[src/hdl/ptifd_pkg.sv]
// Shared widths, codes and controller/datapath interface types for the packed table unit.
package ptifd_pkg;

    // fixed word field widths
    localparam int OP_W          = 2;
    localparam int ID_FIELD_W    = 16;
    localparam int PRICE_FIELD_W = 16;
    localparam int STATUS_W      = 2;
    localparam int COUNT_FIELD_W = 5;

    // parameter defaults
    localparam int TABLE_DEPTH_DEF = 16;
    localparam int ID_WIDTH_DEF    = 16;
    localparam int PRICE_WIDTH_DEF = 16;

    // operation codes
    localparam logic [OP_W-1:0] OP_INSERT  = 2'd0;
    localparam logic [OP_W-1:0] OP_LOOKUP  = 2'd1;
    localparam logic [OP_W-1:0] OP_DELETE  = 2'd2;
    localparam logic [OP_W-1:0] OP_AVERAGE = 2'd3;

    // result status codes
    localparam logic [STATUS_W-1:0] STS_OK        = 2'd0;
    localparam logic [STATUS_W-1:0] STS_NOT_FOUND = 2'd1;
    localparam logic [STATUS_W-1:0] STS_FULL      = 2'd2;
    localparam logic [STATUS_W-1:0] STS_EMPTY     = 2'd3;

    typedef struct packed {
        logic                latch;      // take key, restart scan pointer
        logic                insert;     // append entry at fill position
        logic                step;       // issue next table read
        logic                shift_wr;   // write returned entry one place down
        logic                capture;    // hold matched price
        logic                sub_total;  // remove matched price from total
        logic                dec_fill;
        logic                div_start;
        logic                div_step;
        logic                emit;       // load output register
        logic                emit_found;
        logic                emit_avg;
        logic [STATUS_W-1:0] status;
    } cmd_t;

    typedef struct packed {
        logic full;
        logic empty;
        logic match;
        logic scan_end;
        logic div_done;
        logic out_busy;
    } stat_t;

endpackage

[src/hdl/packed_table_insert_find_delete_unit.sv]
// Packed (id, price) table: insert appends, lookup and delete find the first matching id
// by a scan of the table RAM at one entry a cycle (delete then moves later entries down,
// again one a cycle), and average divides the running price total by the count with a
// restoring divider, one quotient bit a cycle. One word is in work at a time; the result
// register lets the finished word wait while the next one is accepted.
module packed_table_insert_find_delete_unit #(
    parameter int TABLE_DEPTH = ptifd_pkg::TABLE_DEPTH_DEF,
    parameter int ID_WIDTH    = ptifd_pkg::ID_WIDTH_DEF,
    parameter int PRICE_WIDTH = ptifd_pkg::PRICE_WIDTH_DEF
) (
    input  logic                                 aclk,
    input  logic                                 aresetn,
    input  logic                                 s_valid,
    output logic                                 s_ready,
    input  logic [ptifd_pkg::OP_W-1:0]           s_op,
    input  logic [ptifd_pkg::ID_FIELD_W-1:0]     s_entry_id,
    input  logic [ptifd_pkg::PRICE_FIELD_W-1:0]  s_entry_price,
    output logic                                 m_valid,
    input  logic                                 m_ready,
    output logic [ptifd_pkg::STATUS_W-1:0]       m_status,
    output logic [ptifd_pkg::PRICE_FIELD_W-1:0]  m_found_price,
    output logic [ptifd_pkg::PRICE_FIELD_W-1:0]  m_average_price,
    output logic [ptifd_pkg::COUNT_FIELD_W-1:0]  m_entry_count
);

    ptifd_pkg::cmd_t  cmd;
    ptifd_pkg::stat_t stat;

    ptifd_ctrl u_ctrl (
        .aclk   (aclk),
        .aresetn(aresetn),
        .s_valid(s_valid),
        .s_ready(s_ready),
        .s_op   (s_op),
        .stat   (stat),
        .cmd    (cmd)
    );

    ptifd_datapath #(
        .TABLE_DEPTH(TABLE_DEPTH),
        .ID_WIDTH   (ID_WIDTH),
        .PRICE_WIDTH(PRICE_WIDTH)
    ) u_datapath (
        .aclk           (aclk),
        .aresetn        (aresetn),
        .s_entry_id     (s_entry_id),
        .s_entry_price  (s_entry_price),
        .cmd            (cmd),
        .stat           (stat),
        .m_valid        (m_valid),
        .m_ready        (m_ready),
        .m_status       (m_status),
        .m_found_price  (m_found_price),
        .m_average_price(m_average_price),
        .m_entry_count  (m_entry_count)
    );

endmodule

[src/hdl/ptifd_ram.sv]
// Generic single write port, single read port RAM with registered read data.
module ptifd_ram #(
    parameter int WIDTH = 32,
    parameter int DEPTH = 16
) (
    input  logic                                aclk,
    input  logic                                we,
    input  logic [(DEPTH > 1 ? $clog2(DEPTH) : 1)-1:0] waddr,
    input  logic [WIDTH-1:0]                    wdata,
    input  logic [(DEPTH > 1 ? $clog2(DEPTH) : 1)-1:0] raddr,
    output logic [WIDTH-1:0]                    rdata
);

    logic [WIDTH-1:0] mem [DEPTH];

    always_ff @(posedge aclk) begin
        if (we) begin
            mem[waddr] <= wdata;
        end
        rdata <= mem[raddr];
    end

endmodule

[src/hdl/ptifd_ctrl.sv]
// Sequencing state machine for the packed table unit.
module ptifd_ctrl (
    input  logic                             aclk,
    input  logic                             aresetn,
    input  logic                             s_valid,
    output logic                             s_ready,
    input  logic [ptifd_pkg::OP_W-1:0]       s_op,
    input  ptifd_pkg::stat_t                 stat,
    output ptifd_pkg::cmd_t                  cmd
);

    typedef enum logic [2:0] {
        IDLE,
        SCAN,
        SHIFT,
        DIVIDE,
        DONE
    } state_t;

    state_t                           state_reg, state_next;
    logic [ptifd_pkg::OP_W-1:0]       op_reg, op_next;
    logic [ptifd_pkg::STATUS_W-1:0]   status_reg, status_next;

    assign s_ready = (state_reg == IDLE);

    always_comb begin
        cmd         = '0;
        state_next  = state_reg;
        op_next     = op_reg;
        status_next = status_reg;
        cmd.status  = status_reg;
        unique case (state_reg)
            IDLE: begin
                if (s_valid) begin
                    cmd.latch   = 1'b1;
                    op_next     = s_op;
                    status_next = ptifd_pkg::STS_OK;
                    unique case (s_op)
                        ptifd_pkg::OP_INSERT: begin
                            if (stat.full) begin
                                status_next = ptifd_pkg::STS_FULL;
                            end else begin
                                cmd.insert = 1'b1;
                            end
                            state_next = DONE;
                        end
                        ptifd_pkg::OP_LOOKUP,
                        ptifd_pkg::OP_DELETE: begin
                            state_next = SCAN;
                        end
                        default: begin
                            if (stat.empty) begin
                                status_next = ptifd_pkg::STS_EMPTY;
                                state_next  = DONE;
                            end else begin
                                cmd.div_start = 1'b1;
                                state_next    = DIVIDE;
                            end
                        end
                    endcase
                end
            end
            SCAN: begin
                cmd.step = 1'b1;
                priority if (stat.match) begin
                    if (op_reg == ptifd_pkg::OP_DELETE) begin
                        cmd.sub_total = 1'b1;
                        state_next    = SHIFT;
                    end else begin
                        cmd.capture = 1'b1;
                        state_next  = DONE;
                    end
                end else if (stat.scan_end) begin
                    status_next = ptifd_pkg::STS_NOT_FOUND;
                    state_next  = DONE;
                end
            end
            SHIFT: begin
                // reads run one ahead of the writes back one place down;
                // an entry is back from the table every cycle until the scan runs out
                cmd.step     = 1'b1;
                cmd.shift_wr = ~stat.scan_end;
                if (stat.scan_end) begin
                    cmd.dec_fill = 1'b1;
                    state_next   = DONE;
                end
            end
            DIVIDE: begin
                if (stat.div_done) begin
                    state_next = DONE;
                end else begin
                    cmd.div_step = 1'b1;
                end
            end
            DONE: begin
                if (!stat.out_busy) begin
                    cmd.emit       = 1'b1;
                    cmd.emit_found = (op_reg == ptifd_pkg::OP_LOOKUP) &&
                                     (status_reg == ptifd_pkg::STS_OK);
                    cmd.emit_avg   = (op_reg == ptifd_pkg::OP_AVERAGE) &&
                                     (status_reg == ptifd_pkg::STS_OK);
                    state_next     = IDLE;
                end
            end
            default: begin
                state_next = IDLE;
            end
        endcase
    end

    always_ff @(posedge aclk) begin
        if (!aresetn) begin
            state_reg  <= IDLE;
            op_reg     <= ptifd_pkg::OP_INSERT;
            status_reg <= ptifd_pkg::STS_OK;
        end else begin
            state_reg  <= state_next;
            op_reg     <= op_next;
            status_reg <= status_next;
        end
    end

endmodule

[src/hdl/ptifd_datapath.sv]
// Table storage, scan pointer, running total, divider and output register.
module ptifd_datapath #(
    parameter int TABLE_DEPTH = ptifd_pkg::TABLE_DEPTH_DEF,
    parameter int ID_WIDTH    = ptifd_pkg::ID_WIDTH_DEF,
    parameter int PRICE_WIDTH = ptifd_pkg::PRICE_WIDTH_DEF
) (
    input  logic                                   aclk,
    input  logic                                   aresetn,
    input  logic [ptifd_pkg::ID_FIELD_W-1:0]       s_entry_id,
    input  logic [ptifd_pkg::PRICE_FIELD_W-1:0]    s_entry_price,
    input  ptifd_pkg::cmd_t                        cmd,
    output ptifd_pkg::stat_t                       stat,
    output logic                                   m_valid,
    input  logic                                   m_ready,
    output logic [ptifd_pkg::STATUS_W-1:0]         m_status,
    output logic [ptifd_pkg::PRICE_FIELD_W-1:0]    m_found_price,
    output logic [ptifd_pkg::PRICE_FIELD_W-1:0]    m_average_price,
    output logic [ptifd_pkg::COUNT_FIELD_W-1:0]    m_entry_count
);

    localparam int AW  = (TABLE_DEPTH > 1) ? $clog2(TABLE_DEPTH) : 1;
    localparam int CW  = $clog2(TABLE_DEPTH + 1);
    localparam int TW  = PRICE_WIDTH + CW;
    localparam int DCW = $clog2(TW + 1);
    localparam int EW  = ID_WIDTH + PRICE_WIDTH;

    logic [ID_WIDTH-1:0]    key_in;
    logic [PRICE_WIDTH-1:0] price_in;

    logic [ID_WIDTH-1:0]    key_reg, key_next;
    logic [CW-1:0]          fill_reg, fill_next;
    logic [TW-1:0]          total_reg, total_next;
    logic [CW-1:0]          idx_reg, idx_next;
    logic [CW-1:0]          pidx_reg, pidx_next;
    logic                   pend_reg, pend_next;
    logic [PRICE_WIDTH-1:0] hold_reg, hold_next;
    logic [CW:0]            rem_reg, rem_next;
    logic [TW-1:0]          quo_reg, quo_next;
    logic [DCW-1:0]         dcnt_reg, dcnt_next;

    logic                   m_valid_reg, m_valid_next;
    logic [ptifd_pkg::STATUS_W-1:0]      m_status_reg, m_status_next;
    logic [ptifd_pkg::PRICE_FIELD_W-1:0] m_found_reg, m_found_next;
    logic [ptifd_pkg::PRICE_FIELD_W-1:0] m_avg_reg, m_avg_next;
    logic [ptifd_pkg::COUNT_FIELD_W-1:0] m_count_reg, m_count_next;

    logic                   ram_we;
    logic [AW-1:0]          ram_waddr;
    logic [EW-1:0]          ram_wdata;
    logic [EW-1:0]          ram_rdata;
    logic [ID_WIDTH-1:0]    q_id;
    logic [PRICE_WIDTH-1:0] q_price;
    logic [CW-1:0]          wr_back;
    logic                   issue;
    logic [CW:0]            trial;
    logic                   trial_ge;

    assign key_in   = ID_WIDTH'(s_entry_id);
    assign price_in = PRICE_WIDTH'(s_entry_price);
    assign q_id     = ram_rdata[PRICE_WIDTH +: ID_WIDTH];
    assign q_price  = ram_rdata[PRICE_WIDTH-1:0];
    assign wr_back  = pidx_reg - CW'(1);
    assign issue    = cmd.step && (idx_reg < fill_reg);

    // divider trial: shift in next dividend bit, compare with the count
    assign trial    = {rem_reg[CW-1:0], quo_reg[TW-1]};
    assign trial_ge = (trial >= {1'b0, fill_reg});

    always_comb begin
        if (cmd.insert) begin
            ram_we    = 1'b1;
            ram_waddr = fill_reg[AW-1:0];
            ram_wdata = {key_in, price_in};
        end else begin
            ram_we    = cmd.shift_wr;
            ram_waddr = wr_back[AW-1:0];
            ram_wdata = ram_rdata;
        end
    end

    ptifd_ram #(
        .WIDTH(EW),
        .DEPTH(TABLE_DEPTH)
    ) u_ram (
        .aclk (aclk),
        .we   (ram_we),
        .waddr(ram_waddr),
        .wdata(ram_wdata),
        .raddr(idx_reg[AW-1:0]),
        .rdata(ram_rdata)
    );

    assign stat.full     = (fill_reg == CW'(TABLE_DEPTH));
    assign stat.empty    = (fill_reg == '0);
    assign stat.match    = pend_reg && (q_id == key_reg);
    assign stat.scan_end = !pend_reg && (idx_reg >= fill_reg);
    assign stat.div_done = (dcnt_reg == '0);
    assign stat.out_busy = m_valid_reg && !m_ready;

    always_comb begin
        key_next   = key_reg;
        fill_next  = fill_reg;
        total_next = total_reg;
        idx_next   = idx_reg;
        pidx_next  = pidx_reg;
        pend_next  = issue;
        hold_next  = hold_reg;
        rem_next   = rem_reg;
        quo_next   = quo_reg;
        dcnt_next  = dcnt_reg;

        if (cmd.latch) begin
            key_next = key_in;
            idx_next = '0;
        end else if (issue) begin
            idx_next  = idx_reg + CW'(1);
            pidx_next = idx_reg;
        end
        if (cmd.insert) begin
            fill_next  = fill_reg + CW'(1);
            total_next = total_reg + TW'(price_in);
        end
        if (cmd.sub_total) begin
            total_next = total_reg - TW'(q_price);
        end
        if (cmd.dec_fill) begin
            fill_next = fill_reg - CW'(1);
        end
        if (cmd.capture) begin
            hold_next = q_price;
        end
        if (cmd.div_start) begin
            rem_next  = '0;
            quo_next  = total_reg;
            dcnt_next = DCW'(TW);
        end else if (cmd.div_step) begin
            rem_next  = trial_ge ? (trial - {1'b0, fill_reg}) : trial;
            quo_next  = {quo_reg[TW-2:0], trial_ge};
            dcnt_next = dcnt_reg - DCW'(1);
        end
    end

    always_comb begin
        m_valid_next  = m_valid_reg && !m_ready;
        m_status_next = m_status_reg;
        m_found_next  = m_found_reg;
        m_avg_next    = m_avg_reg;
        m_count_next  = m_count_reg;
        if (cmd.emit) begin
            m_valid_next  = 1'b1;
            m_status_next = cmd.status;
            m_found_next  = cmd.emit_found ? ptifd_pkg::PRICE_FIELD_W'(hold_reg) : '0;
            m_avg_next    = cmd.emit_avg ? ptifd_pkg::PRICE_FIELD_W'(quo_reg) : '0;
            m_count_next  = ptifd_pkg::COUNT_FIELD_W'(fill_reg);
        end
    end

    always_ff @(posedge aclk) begin
        if (!aresetn) begin
            fill_reg    <= '0;
            total_reg   <= '0;
            pend_reg    <= 1'b0;
            idx_reg     <= '0;
            dcnt_reg    <= '0;
            m_valid_reg <= 1'b0;
        end else begin
            fill_reg    <= fill_next;
            total_reg   <= total_next;
            pend_reg    <= pend_next;
            idx_reg     <= idx_next;
            dcnt_reg    <= dcnt_next;
            m_valid_reg <= m_valid_next;
        end
    end

    always_ff @(posedge aclk) begin
        key_reg      <= key_next;
        pidx_reg     <= pidx_next;
        hold_reg     <= hold_next;
        rem_reg      <= rem_next;
        quo_reg      <= quo_next;
        m_status_reg <= m_status_next;
        m_found_reg  <= m_found_next;
        m_avg_reg    <= m_avg_next;
        m_count_reg  <= m_count_next;
    end

    assign m_valid         = m_valid_reg;
    assign m_status        = m_status_reg;
    assign m_found_price   = m_found_reg;
    assign m_average_price = m_avg_reg;
    assign m_entry_count   = m_count_reg;

`ifndef SYNTHESIS
    a_fill_bound: assert property (@(posedge aclk) disable iff (!aresetn)
        fill_reg <= CW'(TABLE_DEPTH))
        else $error("fill count beyond table depth");

    a_total_empty: assert property (@(posedge aclk) disable iff (!aresetn)
        (fill_reg == '0) |-> (total_reg == '0))
        else $error("price total not zero on empty table");

    a_emit_free: assert property (@(posedge aclk) disable iff (!aresetn)
        cmd.emit |-> !(m_valid_reg && !m_ready))
        else $error("result word overwritten while still held");

    a_shift_pos: assert property (@(posedge aclk) disable iff (!aresetn)
        cmd.shift_wr |-> (pend_reg && (pidx_reg != '0) && (pidx_reg < fill_reg)))
        else $error("shift write outside live region");
`endif

endmodule

[config.mk]
export PLATFORM = sky130hd
export DESIGN_NAME = packed_table_insert_find_delete_unit
export DESIGN_NICKNAME = d
export VERILOG_FILES = /design/src/hdl/ptifd_pkg.sv /design/src/hdl/packed_table_insert_find_delete_unit.sv /design/src/hdl/ptifd_ram.sv /design/src/hdl/ptifd_ctrl.sv /design/src/hdl/ptifd_datapath.sv
export SDC_FILE = /design/constraint.sdc
export NUM_CORES = 1
export LEC_CHECK = 0
export ABC_AREA = 0
export BUFFER_PORTS_ARGS = -buffer_cell sky130_fd_sc_hd__buf_2
export CAP_MARGIN = 20
export CORE_ASPECT_RATIO = 1.2
export CORE_MARGIN = 4
export CORE_UTILIZATION = 50
export DETAILED_ROUTE_END_ITERATION = 10
export PLACE_DENSITY = 0.71
export SYNTH_ARGS = -nofsm -noshare
export SYNTH_HDL_FRONTEND = slang
export SYNTH_SLANG_ARGS = --single-unit
export TNS_END_PERCENT = 50
[constraint.sdc]
create_clock -name aclk -period 4.87 [get_ports aclk]
set_input_delay 0 -clock aclk [delete_from_list [all_inputs] [get_ports aclk]]
set_output_delay 0 -clock aclk [all_outputs]
set_load 0.1 [all_outputs]
==> results of run 1 <==
[metal layers]
layer	vias to the layer above	global-route usage [%]
li1	6654	-
met1	7666	27.4
met2	498	35.5
met3	108	3.08
met4	0	6.38
met5	-	0
[logic make-up (layout without fill, tap and decap cells)]
logic type	count (synthesis)	count (layout)	synth area share, %
AND/OR/NAND/NOR	373	373	6.17
AO/OA/AOI/OAI	168	168	3.70
multiplexers	187	187	13.9
XOR/XNOR	57	57	1.78
flip-flops	690	690	71.0
adder cells (fa/ha/maj)	43	43	2.00
buffers and inverters	101	305	1.48
[through the flow]
stage | hold WS [ns] | cell area, um2 | setup TNS, ns
2_1_floorplan | 0.0989 | 28000 | -65.21
3_3_place_gp | 0.210 | 29600 | 0
3_5_place_dp | 0.214 | 29600 | 0
4_1_cts | 0.0370 | 32000 | 0
5_1_grt | 0.0778 | 32100 | 0
6_report | 0.0728 | 32100 | 0
[area by class of cell]
cell class	instances	area (um2)	share of cell area, %
multi-input cells	828	7880	24.6
inverters	29	109	0.339
clock inverters	36	367	1.14
clock buffers	87	1830	5.69
flip-flops and latches	690	19900	62.1
well taps	720	901	2.81
repair buffers	153	1080	3.36
[synthesized netlist by cell type (all sizes together) (3+ instances only)]
library cell	n	area [um2]
a31o	3	26.3
o21ai	41	205
mux4	160	3600
a21boi	3	22.5
dfxtp	82	1640
nand2	164	616
xnor2	28	245
buf	33	160
clkbuf	39	146
nor2b	8	50.1
a41oi	3	26.3
or3	3	18.8
nand3	19	95.1
o211ai	4	30.0
fa	3	60.1
a31oi	8	50.1
nand4	8	50.1
nor4	10	75.1
mux2i	5	50.1
and2	37	231
and3	5	31.3
a21oi	62	314
nand2b	8	50.1
nor2	72	270
ha	40	500
xor2	29	254
inv	29	109
edfxtp	608	18300
a211oi	8	75.1
o21bai	3	22.5
o31ai	3	22.5
mux2	22	248
or2	3	18.8
o21a	6	45.0
a21o	13	97.6
nor3	25	135
[worst max-delay path: stages (launching register included)]
cell,delay [ns]
edfxtp_1,0.37
xor2_1,0.17
nor4_1,0.55
nand3_1,0.40
nor4_4,0.36
buf_4,0.20
buf_12,0.16
a21oi_1,0.09
ha_1,0.39
and3_1,0.21
nand2_1,0.06
a21oi_1,0.27
a31oi_1,0.25
or4b_2,0.71
nand4_1,0.10
o21ai_0,0.08
[timing repair]
| action | CTS | global route |
|---|---|---|
| buffers inserted | 0 | 4 |
| endpoints found under the setup margin | 0 | 5 |
| endpoints found under the hold margin | 37 | 0 |
| hold buffers | 24 | 0 |
[power by group through the flow]
stage | registers (mW) | logic, mW | clock network, mW
floorplan | 6.89 | 0.480 | 0
global placement | 6.73 | 0.846 | 0
detailed placement | 6.74 | 0.873 | 0
CTS | 6.61 | 0.895 | 5.27
global route | 6.62 | 0.977 | 5.53
finish | 6.61 | 0.892 | 5.18
[worst min-delay path by stage]
stage | start | end | slack, ns | cells after the start
after CTS | s_entry_price[1] | u_datapath.u_ram.mem[0][1] | 0.04 | 4
after global placement | s_entry_id[8] | u_datapath.key_reg[8] | 0.21 | 1
final | s_entry_price[1] | u_datapath.u_ram.mem[0][1] | 0.07 | 4
after global routing | s_entry_price[1] | u_datapath.u_ram.mem[5][1] | 0.08 | 4
after floorplan | s_entry_id[0] | u_datapath.key_reg[0] | 0.1 | 0
after detailed placement | s_entry_id[10] | u_datapath.key_reg[10] | 0.21 | 1
[cell usage in the layout (no fill, tap or decap), drive strengths merged, types with 4 or more instances in the layout]
| cell | synthesis | final |
|---|---|---|
| dfxtp | 82 | 82 |
| nand4 | 8 | 8 |
| nor2b | 8 | 8 |
| o211ai | 4 | 4 |
| a211oi | 8 | 8 |
| clkinv | 0 | 23 |
| buf | 33 | 129 |
| nor4 | 10 | 10 |
| ha | 40 | 40 |
| o21a | 6 | 6 |
| edfxtp | 608 | 608 |
| a21o | 13 | 13 |
| and2 | 37 | 37 |
| xor2 | 29 | 29 |
| clkbuf | 39 | 87 |
| bufinv | 0 | 6 |
| o21ai | 41 | 41 |
| dlygate4sd3 | 0 | 24 |
| nor3 | 25 | 25 |
| nand3 | 19 | 19 |
| inv | 29 | 33 |
| mux4 | 160 | 160 |
| nand2 | 164 | 164 |
| nand2b | 8 | 8 |
| mux2 | 22 | 22 |
| nor2 | 72 | 72 |
| mux2i | 5 | 5 |
| xnor2 | 28 | 28 |
| a31oi | 8 | 8 |
| a21oi | 62 | 62 |
| and3 | 5 | 5 |
==> flow_summary_export.csv, run 1 <==
group,metric,value,unit
status,outcome,"finished clean",
sta,setup_viol,0,
grt,grt_pass1_wl,93200,um
cts,root_buffer,"clkbuf_16",
yosys,yosysWarnings,0,
power,peakVddDrop,356,uV
die,boundaryPins,79,
grt,grt_antenna_before_repair,0,
placement,portBuffers,78,
yosys,synthDistinctLibCells,61,
grt,grt_pass1_vias,15296,
die,rows,94,
die,die_w,224,um
worst_setup_path,path_max_fanout,32,
sta,max_freq,222,MHz
sta,rsz0062_at_grt,"false",
run,maxCapViolations,0,
yosys,ys_ff_latch,690,
worst_setup_path,reg2reg_to,"u_datapath.total_reg[19]",
worst_setup_path,regToRegSetupSlack,0.37,ns
die,coreArea,0.0552,mm2
die,start_util,50.8,%
yosys,synth_fp_nets,1700,
detailed_routing,drt_iter0_drc,1453,
worst_setup_path,start_kind,"register",
detailed_routing,vias,14926,
yosys,syn_area,0.0280,mm2
sta,fin_crit_sh,92.5,%
detailed_routing,wire_per_inst,23.8,um
power,p_sw,2.86,mW
sta,fin_skew,0.0321,ns
yosys,syn_inst,1619,
yosys,yosysSeqAreaShare,71.0,%
die,die_y,267,um
detailed_routing,wl_met3,3470,um
sta,setup_slack,0.366,ns
worst_setup_path,endpoint_kind,"register",
cells_and_area,finish.utilization,58.1,%
cts,cts_buffers,67,
sta,layout_min_cycle_time,4.50,ns
sta,slew_viol_final,0,
cts,cts.sinks,690,
worst_setup_path,path_class,"register to register",
sta,worst_slew_pin_slew,1.07,ns
power,swShare,22.6,%
yosys,synthArstFlopShare,0,%
sta,slew-limit-headroom,28.6,%
yosys,synth_edf_count,608,
detailed_routing,route.detailed.drc,0,
cells_and_area,reg.largest.list,"u_datapath.u_ram.mem: 512 flops, u_datapath.u_ram.rdata: 32 flops",
detailed_routing,dr_wl_met2,31300,um
yosys,syn_area_per_cell,17.3,um2
cts,post_cts_resize_count,0,
detailed_routing,top_layer,"met4",
cts,clockBufferDepth,3,
power,clockPowerShare,40.8,%
worst_setup_path,r2r-start,"u_datapath.key_reg[11]",
power,powerDensity,395,mW/mm2
power,p_leak,10.6,nW
detailed_routing,first_pass_iters,5,
yosys,synthFlopType,"edfxtp_1",
placement,dpl.hpwl,35900,um
cells_and_area,largest_register_ffs,512,
cells_and_area,n_antenna_cell,0,
cts,htreeDepth,3,
die,die_area,0.0600,mm2
grt,grtUsageTotal,20.6,%
worst_setup_path,reg2reg_depth,15,
power,p_comb_share,7.0,%
power,power.internal,9.82,mW
detailed_routing,wirelength_met1,24400,um
cells_and_area,area_delta_synth_final,14.4,%
placement,gp_congestion,0.824,
cts,tritoncts,"built",
cts,cts.clk_slew.worst_paths,0.07,ns
power,finalPower,12.7,mW
power,seqPwrFrac,52.1,%
detailed_routing,wl,60600,um
placement,place_ws,0.299,ns
worst_setup_path,startpoint,"u_datapath.key_reg[11]",
detailed_routing,ant_nets,0,
cells_and_area,nNetsFinal,1850,
grt,overflow,0,
placement,dp.cells,2392,
cts,clk_latency,0.61,ns
worst_setup_path,cp.arrival,4.99,ns
worst_hold_path,hp-class,"input port to register",
cells_and_area,top_register,"u_datapath.u_ram.mem",
cells_and_area,drive_above_1_share,24.7,%
worst_setup_path,worstPathRequired,5.36,ns
detailed_routing,viasPerCell,5.87,
cells_and_area,fillCellCount,4043,
worst_setup_path,endpoint,"u_datapath.total_reg[19]",
grt,grt_max_degree,106,
sta,hold_viol_final,0,
cells_and_area,final_cells,2543,
Power figures use the tool's default switching activity.
==> run 2: changes to the inputs <==
--- a/config.mk
+++ b/config.mk
@@ -11,6 +11,7 @@
 export CORE_ASPECT_RATIO = 1.2
 export CORE_MARGIN = 4
 export CORE_UTILIZATION = 50
+export CTS_BUF_LIST = sky130_fd_sc_hd__clkbuf_8 sky130_fd_sc_hd__clkbuf_16
 export DETAILED_ROUTE_END_ITERATION = 10
 export PLACE_DENSITY = 0.71
 export SYNTH_ARGS = -nofsm -noshare
==> flow_summary_export.csv, run 2 (synthesis gave the netlist of run 1 again) <==
group,metric,value,unit
worst_setup_path,critPathSlowestCell,"or4b_2",
placement,gp_congestion,0.824,
worst_setup_path,cpPeakStageDelay,0.71,ns
cts,cts.sinks,690,
detailed_routing,first_pass_iters,5,
grt,grt_pass1_vias,15296,
detailed_routing,viasPerCell,5.89,
cells_and_area,largest_register_ffs,512,
die,die_y,267,um
sta,setup_slack,0.384,ns
detailed_routing,drt_iter0_drc,1464,
sta,slew_viol_final,0,
die,die_area,0.0600,mm2
sta,fin_crit_sh,92.1,%
power,powerDensity,394,mW/mm2
die,rows,94,
die,boundaryPins,79,
placement,dp.cells,2392,
run,maxCapViolations,0,
placement,place_ws,0.299,ns
grt,overflow,0,
cells_and_area,nNetsFinal,1850,
cts,tritoncts,"built",
power,p_sw,2.86,mW
sta,fin_skew,0.0308,ns
cts,clockBufferDepth,3,
worst_setup_path,start_kind,"register",
cells_and_area,top_register,"u_datapath.u_ram.mem",
worst_setup_path,crit_path_frequent_cell,"a21oi_1",
cells_and_area,finish.utilization,58.1,%
worst_setup_path,cp.arrival,4.97,ns
cells_and_area,layout.cells.most_common,"edfxtp_1",
sta,worst_slew_pin_slew,1.07,ns
worst_setup_path,path_class,"register to register",
cells_and_area,area_delta_synth_final,14.4,%
grt,grt_max_degree,106,
worst_setup_path,endpoint_kind,"register",
power,p_leak,10.7,nW
detailed_routing,ant_nets,0,
power,power.internal,9.78,mW
die,coreArea,0.0552,mm2
sta,hold_viol_final,0,
status,outcome,"finished clean",
die,die_w,224,um
worst_setup_path,crit_chain,"xor2_1 -> nor4_1 -> nand3_1 -> nor4_4 -> buf_4 -> buf_12 -> a21oi_1 -> ha_1 -> and3_1 -> nand2_1 -> a21oi_1 -> a31oi_1 -> or4b_2 -> nand4_1 -> o21ai_0",
sta,rsz0062_at_grt,"false",
power,seqPwrFrac,52.3,%
grt,grt_antenna_before_repair,0,
power,peakVddDrop,355,uV
detailed_routing,wl,60700,um
cts,clk_latency,0.61,ns
cts,post_cts_resize_count,0,
cts,cts.clk_slew.worst_paths,0.07,ns
cells_and_area,fillCellCount,4043,
cells_and_area,n_antenna_cell,0,
cells_and_area,reg.largest.list,"u_datapath.u_ram.mem: 512 flops, u_datapath.u_ram.rdata: 32 flops",
worst_setup_path,path_max_fanout,32,
detailed_routing,route.detailed.drc,0,
power,p_comb_share,7.1,%
sta,slew-limit-headroom,28.2,%
detailed_routing,vias,14974,
cts,htreeDepth,3,
worst_setup_path,worstPathRequired,5.36,ns
cells_and_area,drive_above_1_share,24.7,%
power,swShare,22.6,%
sta,setup_viol,0,
grt,grt_pass1_wl,93200,um
sta,max_freq,223,MHz
cells_and_area,final_cells,2543,
cts,cts_buffers,67,
sta,layout_min_cycle_time,4.49,ns
die,start_util,50.8,%
placement,portBuffers,78,
grt,grtUsageTotal,20.6,%
power,clockPowerShare,40.7,%
worst_hold_path,hp-class,"input port to register",
cts,root_buffer,"clkbuf_16",
placement,dpl.hpwl,35900,um
detailed_routing,wire_per_inst,23.9,um
cells_and_area,layout_common_cells,"edfxtp_1, nand2_1, mux4_2",
==> run 2: cell count changes in the layout (fill, tap and decap cells not counted) <==
cell,change
clkbuf_1,-16
inv_1,+16
==> run 2: metal layers <==
metal	share of wire (%)	vias up	track usage, %
met1	40	7675	27.4
met5	0	-	0
met2	52	538	35.5
met3	6.0	109	3.08
li1	-	6652	-
met4	2.4	0	6.38
==> run 2: power by group through the flow <==
stage	logic, mW	registers (mW)	clock network (mW)
floorplan	0.480	6.89	0
global placement	0.846	6.73	0
detailed placement	0.873	6.74	0
CTS	0.895	6.61	5.24
global route	0.977	6.62	5.49
finish	0.893	6.61	5.14
==> run 2: final timing paths <==
path / end / start / slack, ns / depth (start not counted)
setup / recovery: u_datapath.total_reg[19] / u_datapath.key_reg[11] / 0.38 / 15
hold / removal: u_datapath.u_ram.mem[0][1] / s_entry_price[1] / 0.07 / 4
setup reg to reg: u_datapath.total_reg[19] / u_datapath.key_reg[11] / 0.38 / 15
hold reg to reg: u_datapath.m_status[0] / u_ctrl.status_reg[0] / 0.46 / 0
==> run 2: final cells by class <==
class	instances	area, um2	area share [%]
inverters	29	109	0.339
repair buffers	153	1080	3.36
clock buffers	71	1770	5.51
well taps	720	901	2.81
clock inverters	52	427	1.33
multi-input cells	828	7880	24.6
flip-flops and latches	690	19900	62.1
==> run 2: what timing repair did <==
| action | 4_1_cts | 5_1_grt |
|---|---|---|
| hold buffers | 24 | 0 |
| setup endpoints to repair | 0 | 4 |
| buffers inserted | 0 | 4 |
| endpoints found under the hold margin | 37 | 0 |
==> run 2: metrics by stage <==
step / area (um2) / total power, mW / TNS, ns / hold slack, ns
3_5_place_dp: 29600 / 7.61 / 0 / 0.214
3_3_place_gp: 29600 / 7.57 / 0 / 0.210
5_1_grt: 32100 / 13.1 / 0 / 0.0778
6_report: 32100 / 12.6 / 0 / 0.0748
2_1_floorplan: 28000 / 7.37 / -65.21 / 0.0989
4_1_cts: 32000 / 12.7 / 0 / 0.0370
==> run 2: worst max-delay path: cells and delay by family, from the launching register on <==
kind,cells,cell delay [ns]
AOI/OAI and AO/OA,4,0.69
adders and majority gates,1,0.39
buffers and inverters,2,0.36
DFF,1,0.37
and+or+nand+nor,7,2.39
xor gates and xnor gates,1,0.17
==> run 3: changes to the inputs <==
--- a/config.mk
+++ b/config.mk
@@ -13,6 +13,7 @@
 export CORE_UTILIZATION = 50
 export CTS_BUF_LIST = sky130_fd_sc_hd__clkbuf_8 sky130_fd_sc_hd__clkbuf_16
 export DETAILED_ROUTE_END_ITERATION = 10
+export MAX_ROUTING_LAYER = met4
 export PLACE_DENSITY = 0.71
 export SYNTH_ARGS = -nofsm -noshare
 export SYNTH_HDL_FRONTEND = slang
==> flow_summary_export.csv, run 3 (synthesis gave the netlist of run 1 again) <==
group,metric,value,unit
status,outcome,"finished clean",
worst_setup_path,path_class,"register to register",
sta,holdWs,0.0946,ns
detailed_routing,route.detailed.drc,0,
worst_setup_path,endpoint_kind,"register",
sta,max_freq,220,MHz
cts,root_buffer,"clkbuf_16",
cells_and_area,largest_register_ffs,512,
cells_and_area,layout.cells.most_common,"edfxtp_1",
grt,grt_pass1_wl,91800,um
power,p_comb_share,7.1,%
detailed_routing,wire_per_inst,23.6,um
grt,overflow,0,
sta,fin_crit_sh,93.3,%
cts,cts_buffers,68,
cells_and_area,layout_common_cells,"edfxtp_1, nand2_1, mux4_2",
sta,worst_slew_pin_slew,1.07,ns
sta,final.setup.tns,0,ns
grt,grt_antenna_before_repair,0,
cells_and_area,nNetsFinal,1854,
detailed_routing,drt_iter0_drc,1427,
sta,slew-limit-headroom,28.8,%
power,p_sw,2.91,mW
cells_and_area,finish.utilization,58.2,%
cts,tritoncts,"built",
grt,grtUsageTotal,20.8,%
sta,slew_viol_final,0,
detailed_routing,wl,60000,um
run,maxCapViolations,0,
sta,rsz0062_at_grt,"false",
power,peakVddDrop,326,uV
cts,cts.sinks,690,
placement,gp_congestion,0.845,
die,start_util,50.8,%
die,coreArea,0.0552,mm2
die,boundaryPins,79,
detailed_routing,first_pass_iters,6,
cts,clockBufferDepth,3,
grt,grt_pass1_vias,15136,
sta,fin_skew,0.0207,ns
cts,htreeDepth,3,
detailed_routing,ant_nets,0,
worst_setup_path,start_kind,"register",
cells_and_area,n_antenna_cell,0,
placement,portBuffers,78,
cells_and_area,area_delta_synth_final,14.4,%
grt,grt_max_degree,70,
cts,post_cts_resize_count,0,
power,swShare,23.2,%
worst_hold_path,hp-class,"input port to register",
worst_setup_path,cp.arrival,5.02,ns
cells_and_area,drive_above_1_share,24.8,%
power,finalPower,12.5,mW
die,die_y,267,um
power,powerDensity,391,mW/mm2
detailed_routing,viasPerCell,5.84,
sta,layout_min_cycle_time,4.54,ns
cts,clk_latency,0.60,ns
power,clockPowerShare,40.1,%
cells_and_area,reg.largest.list,"u_datapath.u_ram.mem: 512 flops, u_datapath.u_ram.rdata: 32 flops",
sta,hold_viol_final,0,
cells_and_area,top_register,"u_datapath.u_ram.mem",
detailed_routing,vias,14877,
die,die_area,0.0600,mm2
worst_setup_path,worstPathRequired,5.35,ns
sta,setup_viol,0,
power,p_leak,10.7,nW
die,rows,94,
power,seqPwrFrac,52.7,%
die,die_w,224,um
cells_and_area,fillCellCount,4076,
placement,dpl.hpwl,36600,um
power,power.internal,9.63,mW
worst_setup_path,path_max_fanout,32,
cts,cts.clk_slew.worst_paths,0.06,ns
-- run 3: power by group through the flow --
stage	Clock (mW)	Combinational, mW	Sequential, mW
final	5.03	0.893	6.61
after global routing	5.42	0.975	6.62
after CTS	5.14	0.893	6.61
after detailed placement	0	0.874	6.74
after global placement	0	0.846	6.73
after floorplan	0	0.480	6.89
-- run 3: what timing repair did --
action / in CTS / in global routing
setup buffers: 0 / 3
setup endpoints to repair: 0 / 5
hold endpoints to repair: 42 / 0
hold buffers: 25 / 0
-- run 3: final cells by class --
class,instances,area [um2],share of cell area (%)
clock buffer,70,1740,5.42
timing repair buffer,156,1110,3.47
clock inverter,54,428,1.33
tap,720,901,2.81
inverter,29,109,0.339
multi-input combinational,828,7880,24.6
sequential,690,19900,62.1
-- run 3: worst paths after layout --
path	to	cells past startpoint	startpoint	slack (ns)
setup / recovery	u_datapath.total_reg[19]	15	u_datapath.key_reg[7]	0.33
hold reg to reg	u_datapath.hold_reg[1]	0	u_datapath.u_ram.rdata[1]	0.47
hold / removal	u_datapath.u_ram.mem[5][1]	4	s_entry_price[1]	0.09
setup reg to reg	u_datapath.total_reg[19]	15	u_datapath.key_reg[7]	0.33
-- run 3: worst max-delay path: stages (launching register included) --
cell and delay, ns:
edfxtp_1 0.39, xor2_1 0.17, nor4_1 0.60, nand3_1 0.43, nor4_4 0.25, buf_4 0.21
buf_12 0.18, a21oi_1 0.09, ha_1 0.38, and3_1 0.21, nand2_1 0.06, a21oi_1 0.28
a31oi_1 0.26, or4b_2 0.72, nand4_1 0.10, o21ai_0 0.08
-- run 3: stage by stage --
step                instance area [um2]  setup slack, ns  cells
global placement                  29600            0.327   2394
floorplan                         28000           -0.163   1619
finish                            32100            0.326   2547
CTS                               32100            0.184   2543
global route                      32100           0.0835   2547
detailed placement                29600            0.240   2394
-- run 3: metal layers --
layer,vias up,track usage (%),wire (um)
met3,91,3.39,4000
met5,-,-,0
met2,506,34.9,30900
met4,0,5.35,1200
li1,6655,-,-
met1,7625,27.1,23900
